$ cat config.mk
export PLATFORM = sky130hd
export DESIGN_NAME = vehicle_mode_supervisor_fsm
export DESIGN_NICKNAME = d
export VERILOG_FILES = /design/src/sv/vms_pkg.sv /design/src/sv/vms_dist_sq.sv /design/src/sv/vehicle_mode_supervisor_fsm.sv
export SDC_FILE = /design/constraint.sdc
export NUM_CORES = 2
export LEC_CHECK = 0
export BUFFER_PORTS_ARGS = -buffer_cell sky130_fd_sc_hd__buf_2
export CORE_UTILIZATION = 30
export DETAILED_ROUTE_END_ITERATION = 10
export GPL_TIMING_DRIVEN = 0
export MAX_ROUTING_LAYER = met4
export PLACE_DENSITY = 0.42
export SLEW_MARGIN = 20
export SYNTH_ARGS = -nofsm -noshare
export SYNTH_HDL_FRONTEND = slang
export SYNTH_SLANG_ARGS = --single-unit
export TNS_END_PERCENT = 20
$ cat constraint.sdc
create_clock -name clk -period 28.3 [get_ports clk]
set_input_delay 2.83 -clock clk [delete_from_list [all_inputs] [get_ports clk]]
set_output_delay 2.83 -clock clk [all_outputs]
set_load 0.1 [all_outputs]
$ cat src/sv/vms_pkg.sv
// Shared widths and register indexes for the vehicle mode supervisor.
package vms_pkg;

  localparam int unsigned POS_W  = 24;         // position coordinate width
  localparam int unsigned MAG_W  = POS_W;      // magnitude of one coordinate difference
  localparam int unsigned SQ_W   = 2 * MAG_W;  // one squared difference
  localparam int unsigned DIST_W = SQ_W + 1;   // sum of two squares

  localparam int unsigned CFG_W     = 16;
  localparam int unsigned CFG_IDX_W = 3;

  localparam logic [CFG_IDX_W-1:0] REG_ARRIVE_DIST  = 3'd0;
  localparam logic [CFG_IDX_W-1:0] REG_STOPPED_SPD  = 3'd1;
  localparam logic [CFG_IDX_W-1:0] REG_INIT_SETTLE  = 3'd2;
  localparam logic [CFG_IDX_W-1:0] REG_PLAN_SETTLE  = 3'd3;
  localparam logic [CFG_IDX_W-1:0] REG_ARRIVE_HOLD  = 3'd4;

endpackage

$ cat src/sv/vms_dist_sq.sv
// Squared distance stage: registered squares of the coordinate differences.
module vms_dist_sq import vms_pkg::*; (
  input  logic                     clk,
  input  logic                     en,
  input  logic signed [POS_W-1:0]  pos_x,
  input  logic signed [POS_W-1:0]  pos_y,
  input  logic signed [POS_W-1:0]  goal_x,
  input  logic signed [POS_W-1:0]  goal_y,
  output logic        [DIST_W-1:0] dist_sq
);

  logic signed [POS_W:0] dx;
  logic signed [POS_W:0] dy;
  logic        [POS_W:0] dx_neg;
  logic        [POS_W:0] dy_neg;
  logic        [MAG_W-1:0] dx_mag;
  logic        [MAG_W-1:0] dy_mag;
  logic        [SQ_W-1:0]  dx_sq_r;
  logic        [SQ_W-1:0]  dy_sq_r;

  // The difference of two 24-bit values fits in 25 bits signed; its
  // magnitude always fits in 24 bits.
  assign dx     = {pos_x[POS_W-1], pos_x} - {goal_x[POS_W-1], goal_x};
  assign dy     = {pos_y[POS_W-1], pos_y} - {goal_y[POS_W-1], goal_y};
  assign dx_neg = ~dx + 1'b1;
  assign dy_neg = ~dy + 1'b1;
  assign dx_mag = dx[POS_W] ? dx_neg[MAG_W-1:0] : dx[MAG_W-1:0];
  assign dy_mag = dy[POS_W] ? dy_neg[MAG_W-1:0] : dy[MAG_W-1:0];

  always_ff @(posedge clk) begin
    if (en) begin
      dx_sq_r <= dx_mag * dx_mag;
      dy_sq_r <= dy_mag * dy_mag;
    end
  end

  assign dist_sq = {1'b0, dx_sq_r} + {1'b0, dy_sq_r};

endmodule

$ cat src/sv/vehicle_mode_supervisor_fsm.sv
// Vehicle mode supervisor: three-stage update pipeline and eight-state mode machine.
//
//   Channel | Direction | Handshake            | Payload
//   --------+-----------+----------------------+-------------------------------------------
//   in      | input     | in_valid / in_ready  | now_ms, flags, ready_mask, route, positions,
//           |           |                      | speed sample
//   out     | output    | out_valid / out_ready| mode
//   cfg     | input     | cfg_we (no wait)     | cfg_index, cfg_wdata
//
// One update beat is accepted every cycle while the pipeline moves; its result beat is
// presented after it passes the input register, the squaring stage, then the mode
// decision into the output register.
// The two 24x24 squarers set the stage split; the mode decision is a combinational
// subtract, compare and select, so the state feeds back at full rate.
// Reset is synchronous and active low; it restores the register defaults, clears
// the mode state and empties every pipeline stage.
// When out_ready is low the stages fill up and hold; in_ready drops only when all
// three stages hold a beat.
module vehicle_mode_supervisor_fsm import vms_pkg::*; #(
  parameter int unsigned WINDOW = 32
) (
  input  logic                        clk,
  input  logic                        rst_n,
  // update channel
  input  logic                        in_valid,
  output logic                        in_ready,
  input  logic [31:0]                 in_now_ms,
  input  logic                        in_finalizing,
  input  logic                        in_emergency,
  input  logic [6:0]                  in_ready_mask,
  input  logic [15:0]                 in_route_id,
  input  logic                        in_engage_on,
  input  logic                        in_auto_mode,
  input  logic signed [POS_W-1:0]     in_pos_x,
  input  logic signed [POS_W-1:0]     in_pos_y,
  input  logic signed [POS_W-1:0]     in_goal_x,
  input  logic signed [POS_W-1:0]     in_goal_y,
  input  logic signed [15:0]          in_speed_mmps,
  // result channel
  output logic                        out_valid,
  input  logic                        out_ready,
  output logic [2:0]                  out_mode,
  // configuration port
  input  logic                        cfg_we,
  input  logic [CFG_IDX_W-1:0]        cfg_index,
  input  logic [CFG_W-1:0]            cfg_wdata
);

  // The run counters saturate at WINDOW, so they need to hold WINDOW itself.
  localparam int unsigned CNT_W = $clog2(WINDOW + 1);
  localparam logic [CNT_W-1:0] WIN_MAX = CNT_W'(WINDOW);

  typedef enum logic [2:0] {
    M_INIT        = 3'd0,
    M_WAIT_ROUTE  = 3'd1,
    M_PLANNING    = 3'd2,
    M_WAIT_ENGAGE = 3'd3,
    M_DRIVING     = 3'd4,
    M_ARRIVED     = 3'd5,
    M_EMERGENCY   = 3'd6,
    M_FINAL       = 3'd7
  } mode_t;

  // ---------------------------------------------------------------------------
  // Configuration registers. The squared arrival threshold is kept in its own
  // register. The user must change configuration only while the pipeline is
  // empty; the block does not enforce it. Then the lag never reaches a beat.
  // ---------------------------------------------------------------------------
  logic [CFG_W-1:0]   arrive_dist_r;
  logic [CFG_W-1:0]   stopped_spd_r;
  logic [CFG_W-1:0]   init_settle_r;
  logic [CFG_W-1:0]   plan_settle_r;
  logic [CFG_W-1:0]   arrive_hold_r;
  logic [2*CFG_W-1:0] thresh_sq_r;

  always_ff @(posedge clk) begin
    if (!rst_n) begin
      arrive_dist_r <= 16'd150;
      stopped_spd_r <= 16'd10;
      init_settle_r <= 16'd1000;
      plan_settle_r <= 16'd1000;
      arrive_hold_r <= 16'd2000;
    end else if (cfg_we) begin
      case (cfg_index)
        REG_ARRIVE_DIST: arrive_dist_r <= cfg_wdata;
        REG_STOPPED_SPD: stopped_spd_r <= cfg_wdata;
        REG_INIT_SETTLE: init_settle_r <= cfg_wdata;
        REG_PLAN_SETTLE: plan_settle_r <= cfg_wdata;
        REG_ARRIVE_HOLD: arrive_hold_r <= cfg_wdata;
        default: ;
      endcase
    end
  end

  always_ff @(posedge clk) begin
    thresh_sq_r <= arrive_dist_r * arrive_dist_r;
  end

  // ---------------------------------------------------------------------------
  // Pipeline flow control. Each stage moves forward when the stage after it is
  // empty or moving itself; the mode state changes only when stage 2 hands its
  // beat to the output register.
  // ---------------------------------------------------------------------------
  logic s1_valid_r;
  logic s2_valid_r;
  logic out_valid_r;
  logic out_free;
  logic s2_adv;
  logic s2_free;
  logic s1_adv;
  logic in_take;

  assign out_free = !out_valid_r || out_ready;
  assign s2_adv   = s2_valid_r && out_free;
  assign s2_free  = !s2_valid_r || s2_adv;
  assign s1_adv   = s1_valid_r && s2_free;
  assign in_ready = !s1_valid_r || s2_free;
  assign in_take  = in_valid && in_ready;

  always_ff @(posedge clk) begin
    if (!rst_n) begin
      s1_valid_r <= 1'b0;
      s2_valid_r <= 1'b0;
    end else begin
      if (in_ready) begin
        s1_valid_r <= in_valid;
      end
      if (s2_free) begin
        s2_valid_r <= s1_valid_r;
      end
    end
  end

  // Stage 1: the update beat as received.
  logic [31:0]             s1_now_r;
  logic                    s1_fin_r;
  logic                    s1_emg_r;
  logic [6:0]              s1_rdy_r;
  logic [15:0]             s1_route_r;
  logic                    s1_engaged_r;
  logic signed [POS_W-1:0] s1_pos_x_r;
  logic signed [POS_W-1:0] s1_pos_y_r;
  logic signed [POS_W-1:0] s1_goal_x_r;
  logic signed [POS_W-1:0] s1_goal_y_r;
  logic signed [15:0]      s1_speed_r;

  always_ff @(posedge clk) begin
    if (in_take) begin
      s1_now_r     <= in_now_ms;
      s1_fin_r     <= in_finalizing;
      s1_emg_r     <= in_emergency;
      s1_rdy_r     <= in_ready_mask;
      s1_route_r   <= in_route_id;
      s1_engaged_r <= in_engage_on && in_auto_mode;
      s1_pos_x_r   <= in_pos_x;
      s1_pos_y_r   <= in_pos_y;
      s1_goal_x_r  <= in_goal_x;
      s1_goal_y_r  <= in_goal_y;
      s1_speed_r   <= in_speed_mmps;
    end
  end

  // Speed magnitude; the most negative sample maps to 32768, which still fits.
  logic [15:0] speed_neg;
  logic [15:0] speed_mag;
  logic        s1_stopped;

  assign speed_neg  = ~s1_speed_r + 1'b1;
  assign speed_mag  = s1_speed_r[15] ? speed_neg : s1_speed_r;
  assign s1_stopped = speed_mag <= stopped_spd_r;

  // Stage 2: the fields the mode decision needs, plus the squares.
  logic [31:0] s2_now_r;
  logic        s2_fin_r;
  logic        s2_emg_r;
  logic [6:0]  s2_rdy_r;
  logic [15:0] s2_route_r;
  logic        s2_engaged_r;
  logic        s2_stopped_r;
  logic [DIST_W-1:0] s2_dist_sq;

  always_ff @(posedge clk) begin
    if (s1_adv) begin
      s2_now_r     <= s1_now_r;
      s2_fin_r     <= s1_fin_r;
      s2_emg_r     <= s1_emg_r;
      s2_rdy_r     <= s1_rdy_r;
      s2_route_r   <= s1_route_r;
      s2_engaged_r <= s1_engaged_r;
      s2_stopped_r <= s1_stopped;
    end
  end

  vms_dist_sq u_dist_sq (
    .clk     (clk),
    .en      (s1_adv),
    .pos_x   (s1_pos_x_r),
    .pos_y   (s1_pos_y_r),
    .goal_x  (s1_goal_x_r),
    .goal_y  (s1_goal_y_r),
    .dist_sq (s2_dist_sq)
  );

  // ---------------------------------------------------------------------------
  // Mode machine. The speed sample of the beat enters the run counters before
  // the arrival test, so the test sees the updated counters.
  // ---------------------------------------------------------------------------
  mode_t            mode_r, mode_nxt;
  mode_t            saved_r, saved_nxt;
  logic             init_wait_r, init_wait_nxt;
  logic             plan_wait_r, plan_wait_nxt;
  logic [31:0]      init_stamp_r, init_stamp_nxt;
  logic [31:0]      plan_stamp_r, plan_stamp_nxt;
  logic [31:0]      arrive_stamp_r, arrive_stamp_nxt;
  logic [15:0]      route_r, route_nxt;
  logic [CNT_W-1:0] still_run_r, still_run_nxt;
  logic [CNT_W-1:0] seen_cnt_r, seen_cnt_nxt;

  logic [31:0] init_elapsed;
  logic [31:0] plan_elapsed;
  logic [31:0] hold_elapsed;
  logic        near_goal;
  logic        arrived;
  logic        route_new;
  logic        has_route;
  logic        init_ready;
  logic        plan_ready;

  assign init_elapsed = s2_now_r - init_stamp_r;
  assign plan_elapsed = s2_now_r - plan_stamp_r;
  assign hold_elapsed = s2_now_r - arrive_stamp_r;
  assign near_goal    = s2_dist_sq < {{(DIST_W - 2*CFG_W){1'b0}}, thresh_sq_r};
  assign route_new    = s2_route_r != route_r;
  assign has_route    = s2_route_r != 16'd0;
  assign init_ready   = &s2_rdy_r[4:0];
  assign plan_ready   = &s2_rdy_r[6:5];

  always_comb begin
    mode_nxt         = mode_r;
    saved_nxt        = saved_r;
    init_wait_nxt    = init_wait_r;
    plan_wait_nxt    = plan_wait_r;
    init_stamp_nxt   = init_stamp_r;
    plan_stamp_nxt   = plan_stamp_r;
    arrive_stamp_nxt = arrive_stamp_r;
    route_nxt        = route_r;

    if (!s2_stopped_r) begin
      still_run_nxt = '0;
    end else if (still_run_r < WIN_MAX) begin
      still_run_nxt = still_run_r + 1'b1;
    end else begin
      still_run_nxt = WIN_MAX;
    end
    seen_cnt_nxt = (seen_cnt_r < WIN_MAX) ? seen_cnt_r + 1'b1 : WIN_MAX;

    // Stopped over the window means no moving sample among the last WINDOW samples seen.
    arrived = near_goal && (still_run_nxt >= seen_cnt_nxt);

    if (s2_fin_r) begin
      mode_nxt = M_FINAL;
    end else if (mode_r != M_EMERGENCY && s2_emg_r) begin
      saved_nxt = mode_r;
      mode_nxt  = M_EMERGENCY;
    end else begin
      case (mode_r)
        M_INIT: begin
          if (init_ready) begin
            if (!init_wait_r) begin
              init_wait_nxt  = 1'b1;
              init_stamp_nxt = s2_now_r;
            end else if (init_elapsed > {16'd0, init_settle_r}) begin
              init_wait_nxt = 1'b0;
              mode_nxt      = M_WAIT_ROUTE;
            end
          end
        end
        M_WAIT_ROUTE: begin
          if (route_new) begin
            mode_nxt = M_PLANNING;
          end else if (has_route && s2_engaged_r && !arrived) begin
            mode_nxt = M_DRIVING;
          end
        end
        M_PLANNING: begin
          route_nxt = s2_route_r;
          if (plan_ready) begin
            if (!plan_wait_r) begin
              plan_wait_nxt  = 1'b1;
              plan_stamp_nxt = s2_now_r;
            end else if (plan_elapsed > {16'd0, plan_settle_r}) begin
              plan_wait_nxt = 1'b0;
              mode_nxt      = M_WAIT_ENGAGE;
            end
          end
        end
        M_WAIT_ENGAGE: begin
          if (route_new) begin
            mode_nxt = M_PLANNING;
          end else if (arrived) begin
            arrive_stamp_nxt = s2_now_r;
            mode_nxt         = M_ARRIVED;
          end
        end
        M_DRIVING: begin
          if (route_new) begin
            mode_nxt = M_PLANNING;
          end else if (!s2_engaged_r) begin
            mode_nxt = M_WAIT_ENGAGE;
          end else if (arrived) begin
            arrive_stamp_nxt = s2_now_r;
            mode_nxt         = M_ARRIVED;
          end
        end
        M_ARRIVED: begin
          if (hold_elapsed > {16'd0, arrive_hold_r}) begin
            mode_nxt = M_WAIT_ROUTE;
          end
        end
        M_EMERGENCY: begin
          // Return to whatever mode was active when the emergency began.
          if (!s2_emg_r) begin
            mode_nxt = saved_r;
          end
        end
        default: ;
      endcase
    end
  end

  // The mode register doubles as the result register: it changes only when a
  // result beat is loaded, together with out_valid.
  always_ff @(posedge clk) begin
    if (!rst_n) begin
      mode_r         <= M_INIT;
      saved_r        <= M_INIT;
      init_wait_r    <= 1'b0;
      plan_wait_r    <= 1'b0;
      init_stamp_r   <= '0;
      plan_stamp_r   <= '0;
      arrive_stamp_r <= '0;
      route_r        <= '0;
      still_run_r    <= '0;
      seen_cnt_r     <= '0;
      out_valid_r    <= 1'b0;
    end else begin
      if (out_free) begin
        out_valid_r <= s2_valid_r;
      end
      if (s2_adv) begin
        mode_r         <= mode_nxt;
        saved_r        <= saved_nxt;
        init_wait_r    <= init_wait_nxt;
        plan_wait_r    <= plan_wait_nxt;
        init_stamp_r   <= init_stamp_nxt;
        plan_stamp_r   <= plan_stamp_nxt;
        arrive_stamp_r <= arrive_stamp_nxt;
        route_r        <= route_nxt;
        still_run_r    <= still_run_nxt;
        seen_cnt_r     <= seen_cnt_nxt;
      end
    end
  end

  assign out_valid = out_valid_r;
  assign out_mode  = mode_r;

`ifndef NO_ASSERTIONS
  // A finalizing beat always lands in the finalizing mode.
  a_fin_wins: assert property (@(posedge clk) disable iff (!rst_n)
    s2_adv && s2_fin_r |=> mode_r == M_FINAL)
    else $error("finalizing beat did not produce the finalizing mode");

  // Entering the emergency mode saves the mode that was active.
  a_emg_save: assert property (@(posedge clk) disable iff (!rst_n)
    s2_adv && !s2_fin_r && s2_emg_r && mode_r != M_EMERGENCY
    |=> mode_r == M_EMERGENCY && saved_r == $past(mode_r))
    else $error("emergency entry did not save the previous mode");

  // The stopped run never outgrows the sample count, and neither passes WINDOW.
  a_run_bound: assert property (@(posedge clk) disable iff (!rst_n)
    still_run_r <= seen_cnt_r && seen_cnt_r <= WIN_MAX)
    else $error("speed window counters out of bounds");

  // With all three stages full and the output stalled, no beat is taken.
  a_full_stall: assert property (@(posedge clk) disable iff (!rst_n)
    s1_valid_r && s2_valid_r && out_valid_r && !out_ready |-> !in_ready)
    else $error("update accepted into a full pipeline");
`endif

endmodule

==> out/metrics.yaml <==
status: "finished with violations"
violations: "design-rule violations"
grt_pass1_vias: 54900
drv_cap: 0
yosys.cell_types.count: 89
multi_input_area_um2: 49600
slew-limit-headroom_pct: 19.5
synth_fp_nets: 9524
dr_total_vias: 51700
drt_first_iter_violations: 2709
core_area_um2: 235000
antenna_found_initial: 8
hold_depth: 0
post_drt_via_cell_ratio: 4.66
async_flop_share_pct: 0
synth_edf_count: 323
cts_setup_buffers: 0
setup_tns_ns: 0
cts_sinks: 569
area_growth_syn_to_layout_pct: 11.8
cp_common_cell: "fa_1"
cts_tree: "done"
cts_root_buf: "clkbuf_16"
place_hpwl_um: 166000
dr.pass1.iters: 11
crit_type: "reg2reg"
clockBufferDepth: 3
crit_path_top_delay_cell: "o31ai_1"
die_w_um: 488
yosysWarnings: 0
worstRegToRegCells: 40
regArea_um2: 14600
reg2reg_slack_ns: 14.42
die_y_um: 488
num-nets-final: 9826
rsz0062_at_grt: "false"
finalWirelength_um: 200000
path_clk_slew_ns: 0.06
insertion_delay_ns: 0.74
synth_seq_cells: 569
syn_inst: 7583
ctsHoldBuffers: 0
antenna_left: 0
rows: 178
regToRegStartpoint: "s1_pos_y_r[0]"
synth.top_cell.area_share_pct: 28.6
portBuffers: 197
synth_top_cell_by_area: "fa_1"
wire_per_inst_um: 18.0
skew_ns: 0.0453
setup_viol: 0
netlist_area_um2: 70900
fill_cells: 24600
synth_flop_cell: "edfxtp_1"
drc_errors: 1
hp-start: "s1_route_r[13]"
grt_overflow: 0
ctsHtreeMaxLevel: 3
hold_viol: 0
crit_buf_inv: 7
cpPeakStageDelay_ns: 0.78
ys_seq_area_share_pct: 20.6
slew_violations: 0
cp_data_required_time_ns: 28.79
cpLargestDelayFamily: "adder cells"
max_freq_mhz: 72.0
regToRegEndpoint: "u_dist_sq.dy_sq_r[46]"
drive_gt1_share_pct: 5.50
worstMarginPinSlew_ns: 1.20
min_period_ns: 13.88
syn_area_per_cell_um2: 9.34
globalplace.congestion: 0.887
post_cts_resized: 0
grt_first_pass_wirelength_um: 315000
die-area_um2: 238000
finalCritPeriodShare_pct: 49.1
cts_made_buffers: 75
crit_fanout: 10
startpoint_type: "register"
synth_area_leaders: "fa_1 (29%), edfxtp_1 (14%), ha_1 (13%), inv_1 (8.4%), dfxtp_1 (7.0%)"
min_path_type: "reg2reg"
crit_path_end_kind: "register"
whs_endpoint: "s2_route_r[13]"
grt_usage_pct: 17.7
initial_core_util_pct: 30.2
arrival_ns: 14.37
grt_max_degree: 24
pin_count: 200
[state kept, by name (all words and copies together), names as in the netlist, 24 cells and up]
signal and flops:
s1_now_r 32, s1_goal_y_r 24, s1_goal_x_r 24, thresh_sq_r 31
s1_pos_x_r 24, plan_stamp_r 32, s2_now_r 32, s1_pos_y_r 24
u_dist_sq.dy_sq_r 47, u_dist_sq.dx_sq_r 47, init_stamp_r 32, arrive_stamp_r 32
[synth_stat cells, types with 67 or more instances]
cell,n
inv_1,1585
fa_1,1013
nand2_1,744
ha_1,733
nor2_1,549
edfxtp_1,323
a21oi_1,291
dfxtp_1,246
xnor2_1,235
clkbuf_1,204
a21boi_0,152
o21ai_0,146
a21o_1,138
xor2_1,111
nor2b_1,94
nand2b_1,82
and2_1,77
nand3_1,77
nor3_1,67
[stage by stage]
step	setup WS, ns	area [µm²]	cells	util (%)	hold slack, ns
2_1_floorplan	13.43	70900	7583	-	0.400
3_3_place_gp	6.79	75800	10900	32.3	0.401
3_5_place_dp	14.35	76500	11000	32.6	0.405
4_1_cts	14.31	79200	11100	33.7	0.387
5_1_grt	13.28	79200	11100	33.7	0.391
6_report	14.42	79200	11100	33.7	0.386
[cell type report]
type                       instances  share of cell area, %
multi-input combinational       5207                   62.6
tap                             3150                   4.98
buffer                           210                   1.03
timing repair buffer             225                   2.00
clock buffer                      95                   2.61
antenna                            3                0.00948
inverter                        1597                   7.57
sequential                       569                   18.5
clock inverter                    45                  0.728
[worst register-to-register path, delay by kind of cell, from the launching register on]
family | cells | cell delay [ns]
buffers and inverters | 7 | 1.38
DFF | 1 | 0.36
adders and majority gates | 10 | 4.43
and+or+nand+nor | 8 | 2.54
xor gates and xnor gates | 2 | 0.84
AOI/OAI and AO/OA | 13 | 4.11
[worst max-delay path by stage]
stage                        from                    end  slack, ns  cells past startpoint
detailed placement  s1_pos_x_r[0]  u_dist_sq.dx_sq_r[47]      14.35                     43
global placement        out_ready  u_dist_sq.dx_sq_r[43]       6.79                      3
finish              s1_pos_y_r[0]  u_dist_sq.dy_sq_r[46]      14.42                     40
global route        s1_pos_x_r[0]  u_dist_sq.dx_sq_r[47]      13.28                     43
CTS                 s1_pos_x_r[0]  u_dist_sq.dx_sq_r[47]      14.31                     43
floorplan               out_ready               s2_emg_r      13.43                      2
[per-layer routing]
| layer | track usage (%) | up-vias | part of all wire, % |
|---|---|---|---|
| li1 | - | 24900 | - |
| met1 | 22.4 | 25600 | 45 |
| met2 | 29.1 | 973 | 48 |
| met3 | 2.92 | 263 | 4.8 |
| met4 | 4.69 | 0 | 2.6 |
| met5 | - | - | 0 |
[cells in the final DEF, fill, tap and decap left out, types with 138 or more instances in the layout]
| master | instances |
|---|---|
| nor2_1 | 549 |
| a21boi_0 | 150 |
| xnor2_1 | 224 |
| o21ai_0 | 144 |
| dfxtp_1 | 246 |
| inv_1 | 1585 |
| ha_1 | 733 |
| fa_1 | 1013 |
| a21oi_1 | 291 |
| a21o_1 | 138 |
| clkbuf_1 | 212 |
| nand2_1 | 744 |
| buf_2 | 198 |
| edfxtp_1 | 323 |
[kinds of logic (layout without fill, tap and decap cells)]
logic type      after synthesis  after routing  synth area share [%]
xor+xnor                    346            346                  4.28
other cells                   0              3                     0
simple gates               1935           1935                  12.5
buf+inv                    1807           2172                  9.60
mux                          54             54                 0.773
compound gates             1125           1125                  10.6
fa+ha+maj                  1747           1747                  41.6
flops                       569            569                  20.6
Power is not shown: default switching activity piles up to over one toggle a cycle in this logic, so the estimate is an artifact.
